`src/sv/mmio_trap_access_decoder_unit_macros.svh`:
```
// assertion helpers used by mmio_trap_access_decoder_unit.sv
`ifndef MMIO_TRAP_ACCESS_DECODER_UNIT_MACROS_SVH
`define MMIO_TRAP_ACCESS_DECODER_UNIT_MACROS_SVH

`ifndef ASSERT_OFF
`define MTAD_ASSERT_IMP(lbl, clk, rstn, ante, cons) \
	lbl: assert property (@(posedge clk) disable iff (!rstn) (ante) |-> (cons)) \
		else $error("mtad assertion failed");
`define MTAD_ASSERT_NXT(lbl, clk, rstn, ante, cons) \
	lbl: assert property (@(posedge clk) disable iff (!rstn) (ante) |=> (cons)) \
		else $error("mtad assertion failed");
`else
`define MTAD_ASSERT_IMP(lbl, clk, rstn, ante, cons)
`define MTAD_ASSERT_NXT(lbl, clk, rstn, ante, cons)
`endif

`endif

```
`src/sv/mtad_pkg.sv`:
```
package mtad_pkg;

	localparam int XLEN = 64;
	localparam logic [4:0] COMPRESSED_REG_BASE = 5'd8;
	localparam logic [63:0] XLEN_MASK = {64{1'b1}} >> (64 - XLEN);

	localparam logic CMD_DECODE   = 1'b0;
	localparam logic CMD_COMPLETE = 1'b1;

	localparam logic [2:0] ST_OK              = 3'd0;
	localparam logic [2:0] ST_NO_HTVAL        = 3'd1;
	localparam logic [2:0] ST_ODD_PC          = 3'd2;
	localparam logic [2:0] ST_UNSUPPORTED     = 3'd3;
	localparam logic [2:0] ST_NOT_HANDLED     = 3'd4;
	localparam logic [2:0] ST_NOTHING_PENDING = 3'd5;

	localparam logic [1:0] QUAD_C0   = 2'b00;
	localparam logic [1:0] QUAD_FULL = 2'b11;
	localparam logic [2:0] C_F3_LW   = 3'd2;
	localparam logic [2:0] C_F3_SW   = 3'd6;
	localparam logic [4:0] OPC_LOAD  = 5'h00;
	localparam logic [4:0] OPC_STORE = 5'h08;
	localparam logic [2:0] WID_WORD  = 3'd2;

	localparam logic [2:0] BYTES_1 = 3'd1;
	localparam logic [2:0] BYTES_2 = 3'd2;
	localparam logic [2:0] BYTES_4 = 3'd4;

	typedef struct packed {
		logic        command;
		logic        write_fault;
		logic [61:0] fault_gpa_shifted;
		logic [1:0]  fault_low_bits;
		logic [63:0] guest_pc;
		logic [15:0] inst_first_half;
		logic [15:0] inst_second_half;
		logic        access_done;
		logic [63:0] read_data;
	} req_t;

	typedef struct packed {
		logic [2:0]  status;
		logic [63:0] access_address;
		logic [2:0]  access_bytes;
		logic        access_is_store;
		logic [4:0]  reg_index;
		logic        short_form;
		logic        writeback_enable;
		logic [63:0] writeback_value;
		logic [63:0] next_pc;
	} rsp_t;

	typedef struct packed {
		logic        valid;
		logic        store;
		logic [2:0]  bytes;
		logic [4:0]  reg_index;
		logic        short_form;
		logic [63:0] pc;
	} pend_t;

endpackage

```
`src/sv/mmio_trap_access_decoder_unit.sv`:
```
// channel  | direction | handshake            | payload
// request  | in        | req_valid/req_ready  | req (fault decode or completion)
// response | out       | rsp_valid/rsp_ready  | rsp (status and access fields)
//
// one request per cycle unless req_ready drops; a response passes the request and response registers
// the request register feeds decode/complete logic straight into the response register
// pending access state updates as a request moves into the response register
// a stalled response holds the request register; req_ready drops only with both full
// arst_n clears valids and the pending access
`include "mmio_trap_access_decoder_unit_macros.svh"

module mmio_trap_access_decoder_unit (
	input  logic           clk,
	input  logic           arst_n,
	input  logic           req_valid,
	output logic           req_ready,
	input  mtad_pkg::req_t req,
	output logic           rsp_valid,
	input  logic           rsp_ready,
	output mtad_pkg::rsp_t rsp
);
	import mtad_pkg::*;

	logic  valid_s1;
	req_t  req_s1;
	logic  valid_s2;
	rsp_t  rsp_s2;
	pend_t pend_q;
	logic  adv;
	logic  dec_ok;
	rsp_t  dec_rsp;
	rsp_t  cmp_rsp;
	rsp_t  rsp_next;

	assign adv       = valid_s1 && (!valid_s2 || rsp_ready);
	assign req_ready = !valid_s1 || adv;
	assign rsp_valid = valid_s2;
	assign rsp       = rsp_s2;

	mtad_decode u_decode (
		.req (req_s1),
		.ok  (dec_ok),
		.rsp (dec_rsp)
	);

	mtad_complete u_complete (
		.pend        (pend_q),
		.access_done (req_s1.access_done),
		.read_data   (req_s1.read_data),
		.rsp         (cmp_rsp)
	);

	assign rsp_next = (req_s1.command == CMD_COMPLETE) ? cmp_rsp : dec_rsp;

	always_ff @(posedge clk or negedge arst_n) begin
		if (!arst_n) begin
			valid_s1 <= 1'b0;
		end else if (req_ready) begin
			valid_s1 <= req_valid;
		end
	end

	always_ff @(posedge clk) begin
		if (req_ready && req_valid) begin
			req_s1 <= req;
		end
	end

	always_ff @(posedge clk or negedge arst_n) begin
		if (!arst_n) begin
			valid_s2 <= 1'b0;
		end else if (adv) begin
			valid_s2 <= 1'b1;
		end else if (rsp_ready) begin
			valid_s2 <= 1'b0;
		end
	end

	always_ff @(posedge clk) begin
		if (adv) begin
			rsp_s2 <= rsp_next;
		end
	end

	// pending access
	always_ff @(posedge clk or negedge arst_n) begin
		if (!arst_n) begin
			pend_q <= '0;
		end else if (adv) begin
			if (req_s1.command == CMD_COMPLETE) begin
				pend_q.valid <= 1'b0;
			end else begin
				pend_q.valid <= dec_ok;
				if (dec_ok) begin
					pend_q.store      <= dec_rsp.access_is_store;
					pend_q.bytes      <= dec_rsp.access_bytes;
					pend_q.reg_index  <= dec_rsp.reg_index;
					pend_q.short_form <= dec_rsp.short_form;
					pend_q.pc         <= req_s1.guest_pc;
				end
			end
		end
	end

	`MTAD_ASSERT_NXT(a_complete_drops, clk, arst_n, adv && req_s1.command == CMD_COMPLETE, !pend_q.valid)
	`MTAD_ASSERT_NXT(a_fail_drops, clk, arst_n, adv && req_s1.command == CMD_DECODE && !dec_ok, !pend_q.valid)
	`MTAD_ASSERT_IMP(a_wb_only_ok, clk, arst_n, valid_s2 && rsp_s2.writeback_enable, rsp_s2.status == ST_OK && !rsp_s2.access_is_store)
	`MTAD_ASSERT_IMP(a_pend_width, clk, arst_n, pend_q.valid, pend_q.bytes == BYTES_1 || pend_q.bytes == BYTES_2 || pend_q.bytes == BYTES_4)
	`MTAD_ASSERT_IMP(a_stall_full, clk, arst_n, !req_ready, valid_s1 && valid_s2 && !rsp_ready)

endmodule

```
`src/sv/mtad_decode.sv`:
```
module mtad_decode (
	input  mtad_pkg::req_t req,
	output logic           ok,
	output mtad_pkg::rsp_t rsp
);
	import mtad_pkg::*;

	logic [31:0] word;
	logic [4:0]  opc;
	logic [2:0]  wid;
	logic [2:0]  cf3;
	logic        inst_ok;
	logic        is_short;
	logic [2:0]  bytes;
	logic [4:0]  rd_rs;

	assign word = {req.inst_second_half, req.inst_first_half};
	assign opc  = word[6:2];
	assign wid  = word[14:12];
	assign cf3  = req.inst_first_half[15:13];

	always_comb begin
		inst_ok  = 1'b0;
		is_short = 1'b0;
		bytes    = BYTES_4;
		rd_rs    = '0;
		if (req.inst_first_half[1:0] != QUAD_FULL) begin
			is_short = 1'b1;
			rd_rs    = {2'b00, req.inst_first_half[4:2]} + COMPRESSED_REG_BASE;
			inst_ok  = (req.inst_first_half[1:0] == QUAD_C0) &&
				((cf3 == C_F3_LW) || (cf3 == C_F3_SW));
		end else begin
			bytes = 3'(3'd1 << wid[1:0]);
			if (wid <= WID_WORD) begin
				if (opc == OPC_LOAD) begin
					inst_ok = 1'b1;
					rd_rs   = word[11:7];
				end else if (opc == OPC_STORE) begin
					inst_ok = 1'b1;
					rd_rs   = word[24:20];
				end
			end
		end
	end

	always_comb begin
		rsp = '0;
		ok  = 1'b0;
		if (req.fault_gpa_shifted == '0) begin
			rsp.status = ST_NO_HTVAL;
		end else if (req.guest_pc[0]) begin
			rsp.status = ST_ODD_PC;
		end else if (!inst_ok) begin
			rsp.status = ST_UNSUPPORTED;
		end else begin
			ok                  = 1'b1;
			rsp.status          = ST_OK;
			rsp.access_address  = {req.fault_gpa_shifted, req.fault_low_bits};
			rsp.access_bytes    = bytes;
			rsp.access_is_store = req.write_fault;
			rsp.reg_index       = rd_rs;
			rsp.short_form      = is_short;
		end
	end

endmodule

```
`src/sv/mtad_complete.sv`:
```
module mtad_complete (
	input  mtad_pkg::pend_t pend,
	input  logic            access_done,
	input  logic [63:0]     read_data,
	output mtad_pkg::rsp_t  rsp
);
	import mtad_pkg::*;

	logic [63:0] ext;
	logic [63:0] pc_inc;

	always_comb begin
		case (pend.bytes)
			BYTES_1: ext = {{56{read_data[7]}}, read_data[7:0]};
			BYTES_2: ext = {{48{read_data[15]}}, read_data[15:0]};
			BYTES_4: ext = {{32{read_data[31]}}, read_data[31:0]};
			default: ext = read_data;
		endcase
	end

	assign pc_inc = pend.pc + (pend.short_form ? 64'd2 : 64'd4);

	always_comb begin
		rsp = '0;
		if (!pend.valid) begin
			rsp.status = ST_NOTHING_PENDING;
		end else begin
			rsp.access_bytes    = pend.bytes;
			rsp.access_is_store = pend.store;
			rsp.reg_index       = pend.reg_index;
			rsp.short_form      = pend.short_form;
			if (!access_done) begin
				rsp.status = ST_NOT_HANDLED;
			end else begin
				rsp.status  = ST_OK;
				rsp.next_pc = pc_inc & XLEN_MASK;
				if (!pend.store) begin
					rsp.writeback_enable = 1'b1;
					rsp.writeback_value  = ext & XLEN_MASK;
				end
			end
		end
	end

endmodule

```
`config.mk`:
```
export PLATFORM = sky130hd
export DESIGN_NAME = mmio_trap_access_decoder_unit
export DESIGN_NICKNAME = d
export VERILOG_FILES = /design/src/sv/mtad_pkg.sv /design/src/sv/mmio_trap_access_decoder_unit.sv /design/src/sv/mtad_decode.sv /design/src/sv/mtad_complete.sv
export VERILOG_INCLUDE_DIRS = /design/src /design/src/sv
export SDC_FILE = /design/constraint.sdc
export NUM_CORES = 1
export LEC_CHECK = 0
export BUFFER_PORTS_ARGS = -buffer_cell sky130_fd_sc_hd__clkbuf_2
export CORE_MARGIN = 8
export CORE_UTILIZATION = 45
export DETAILED_ROUTE_END_ITERATION = 6
export PLACE_DENSITY = 0.63
export SLEW_MARGIN = 30
export SYNTH_ARGS = -nofsm -noshare
export SYNTH_HDL_FRONTEND = slang
export SYNTH_HIERARCHICAL = 1
export SYNTH_SLANG_ARGS = --single-unit
export TNS_END_PERCENT = 5
```
`constraint.sdc`:
```
create_clock -name clk -period 13.8 [get_ports clk]
set_clock_uncertainty 0.1 [all_clocks]
set_input_delay 0.69 -clock clk [delete_from_list [all_inputs] [get_ports clk]]
set_output_delay 0.69 -clock clk [all_outputs]
set_load 0.01 [all_outputs]
```
==> results.tsv <==
metric	value	unit
CP max stage delay	0.73	ns
Final Max Tran Viols	0	
share of cells above drive strength 1	39.8	%
Clock Latency Late Sink	0.60	ns
chip width	241	um
crit path time final	3.79	ns
Clock transition at path regs	0.06	ns
HP Start	req[20]	
endpoints failing hold	0	
input/output buffers	426	
vias in the first global route	13635	
total CTS buffers	54	
Crit. End Element	flop	
Arr. time, crit path	4.15	ns
initial antenna violation count	11	
placed cell area	24900	um2
DP Worst Slack	10.05	ns
die area	58300	um2
total gr overflow	0	
Initial Util	45.6	%
P_leak	0.0111	uW
final net count	2245	
worst reg-to-reg setup slack	10.01	ns
Crit-path slowest cell	or4_1	
register area	14600	um2
Max H-tree Level	2	
cells after synthesis	1579	
Final Util	53.3	%
Layout Area Growth over Synthesis	17.0	%
worst path required time	14.16	ns
unrepaired setup endpoints after global routing	no	
Worst Path Max Fanout	17	
crit path cell chain	ha_1 -> inv_1 -> fa_1 -> nand4b_1 -> nor4_2 -> buf_4 -> nand4_1 -> or4_1 -> a21oi_1 -> mux2_2	
footprint of the multi-input gates	7140	um2
routed len/inst	19.8	um
CTS Sinks	498	
Via density	4.80	
largest net degree at the start of global routing	136	
via count	13103	
first-pass GRT wire length	80700	um
cts hold-fix bufs	1	
I/O pin count	439	
gr usage total	18.1	%
PnR worst setup slack	10.01	ns
Reg2Reg Depth	10	
P per Cell Area	135	nW/um2
Critical R2R Launch	pend_q[64]	
Ys Warns	6	
fmax	264	MHz
status	finished clean	
DRC	0	
WS Path Type	reg2reg	
post-DP HPWL	37100	um
r2r endpoint	rsp[57]	
hold endpoint	req_s1[20]	
CTS root buf	clkbuf_16	
row count	82	
post-CTS setup buffers	0	
ANT nets after route	0	
Resize count post-CTS	0	
Finish-stage setup viols	0	
Final Cycle Share	27.5	%
WL final	53900	um
Pre-Repair DR Iteration Count	5	
design area	26800	um2
Worst setup SP type	flop	
die height	241	um
Worst VDD drop	0.101	mV
Max-Cap Viols	0	
fillers	4243	
buffers from clock root to sink, at most	3	
setup tns final	0	ns
Core ar.	50200	um2
Worst Tran Pin Value	0.909	ns
initial DRC count	795	
placer congestion estimate	0.796	
Mapped Avg Cell Area	14.5	um2
Worst slew margin	39.4	%
hold crit path type	in2reg	
Syn Std Cell Area	22900	um2
WHS Path Cells	1	
CTS tree	yes	
[through the flow]
step	total power [uW]	cells	hold WS (ns)
floorplan	2100	1772	0.294
global placement	2180	2624	0.359
detailed placement	2190	2625	0.364
CTS	3660	2724	0.111
global route	3750	2726	0.121
finish	3610	2731	0.161
[per-layer routing]
layer / vias to the layer above / global-route usage (%) / share of wire [%]
li1: 6285 / - / -
met1: 6342 / 22.1 / 40
met2: 367 / 30.1 / 49
met3: 97 / 6.01 / 8.4
met4: 12 / 5.92 / 2.9
met5: - / 0 / 0.16
[worst max-delay path by stage]
stage,endpoint,from,cells after the start
after floorplan,req_s1[0],rsp_ready,2
after global placement,pend_q[63],req_s1[164],8
after global routing,rsp[57],pend_q[64],10
final,rsp[57],pend_q[64],10
after CTS,rsp[57],pend_q[64],10
after detailed placement,rsp[57],pend_q[64],10
[worst max-delay path: cells and delay by family, from the launching register on]
family                     cells  cell delay [ns]
AOI/OAI and AO/OA              1             0.16
adders and majority gates      2             0.63
buffers and inverters          2             0.28
DFF                            1             0.41
muxes                          1             0.18
and+or+nand+nor                4             1.89
[area by class of cell]
cell class | count | area share [%]
Multi-Input combinational cell | 993 | 26.7
Antenna cell | 6 | 0.0561
Clock inverter | 23 | 1.01
Timing Repair Buffer | 445 | 8.72
Tap cell | 672 | 3.14
Sequential cell | 498 | 54.4
Clock buffer | 75 | 5.68
Inverter | 19 | 0.276
[cell usage in the layout (no fill, tap or decap), types with 7 or more instances in the layout]
| master | n |
|---|---|
| clkbuf_2 | 425 |
| and3_1 | 9 |
| nand2_1 | 61 |
| clkbuf_1 | 12 |
| mux2_4 | 49 |
| buf_4 | 13 |
| xnor2_1 | 18 |
| edfxtp_1 | 421 |
| o21ai_0 | 26 |
| a21oi_1 | 58 |
| nand3_1 | 23 |
| nand4_1 | 24 |
| conb_1 | 195 |
| or3_1 | 22 |
| o21a_1 | 33 |
| clkbuf_16 | 54 |
| dfrtp_1 | 77 |
| inv_1 | 17 |
| mux2i_1 | 7 |
| clkbuf_8 | 9 |
| mux2_2 | 231 |
| nor4_1 | 25 |
| xor2_1 | 16 |
| nor2_1 | 59 |
| or4_1 | 9 |
| nor3_1 | 11 |
| and2_1 | 84 |
[state kept, by name, summed over array words and instances (netlist names)]
signal / cells
pend_q: 75
req_s1: 215
valid_s1: 1
rsp: 206
rsp_valid: 1
[power breakdown]
| group | total [uW] | leakage, uW | switching (uW) | internal [uW] |
|---|---|---|---|---|
| Sequential | 1850 | 0.00514 | 70.2 | 1780 |
| Clock | 1450 | 0.000877 | 588 | 862 |
| Combinational | 311 | 0.00505 | 169 | 142 |
| Total | 3610 | 0.0111 | 826 | 2780 |
Note: power is estimated with default switching activity, not from simulation.
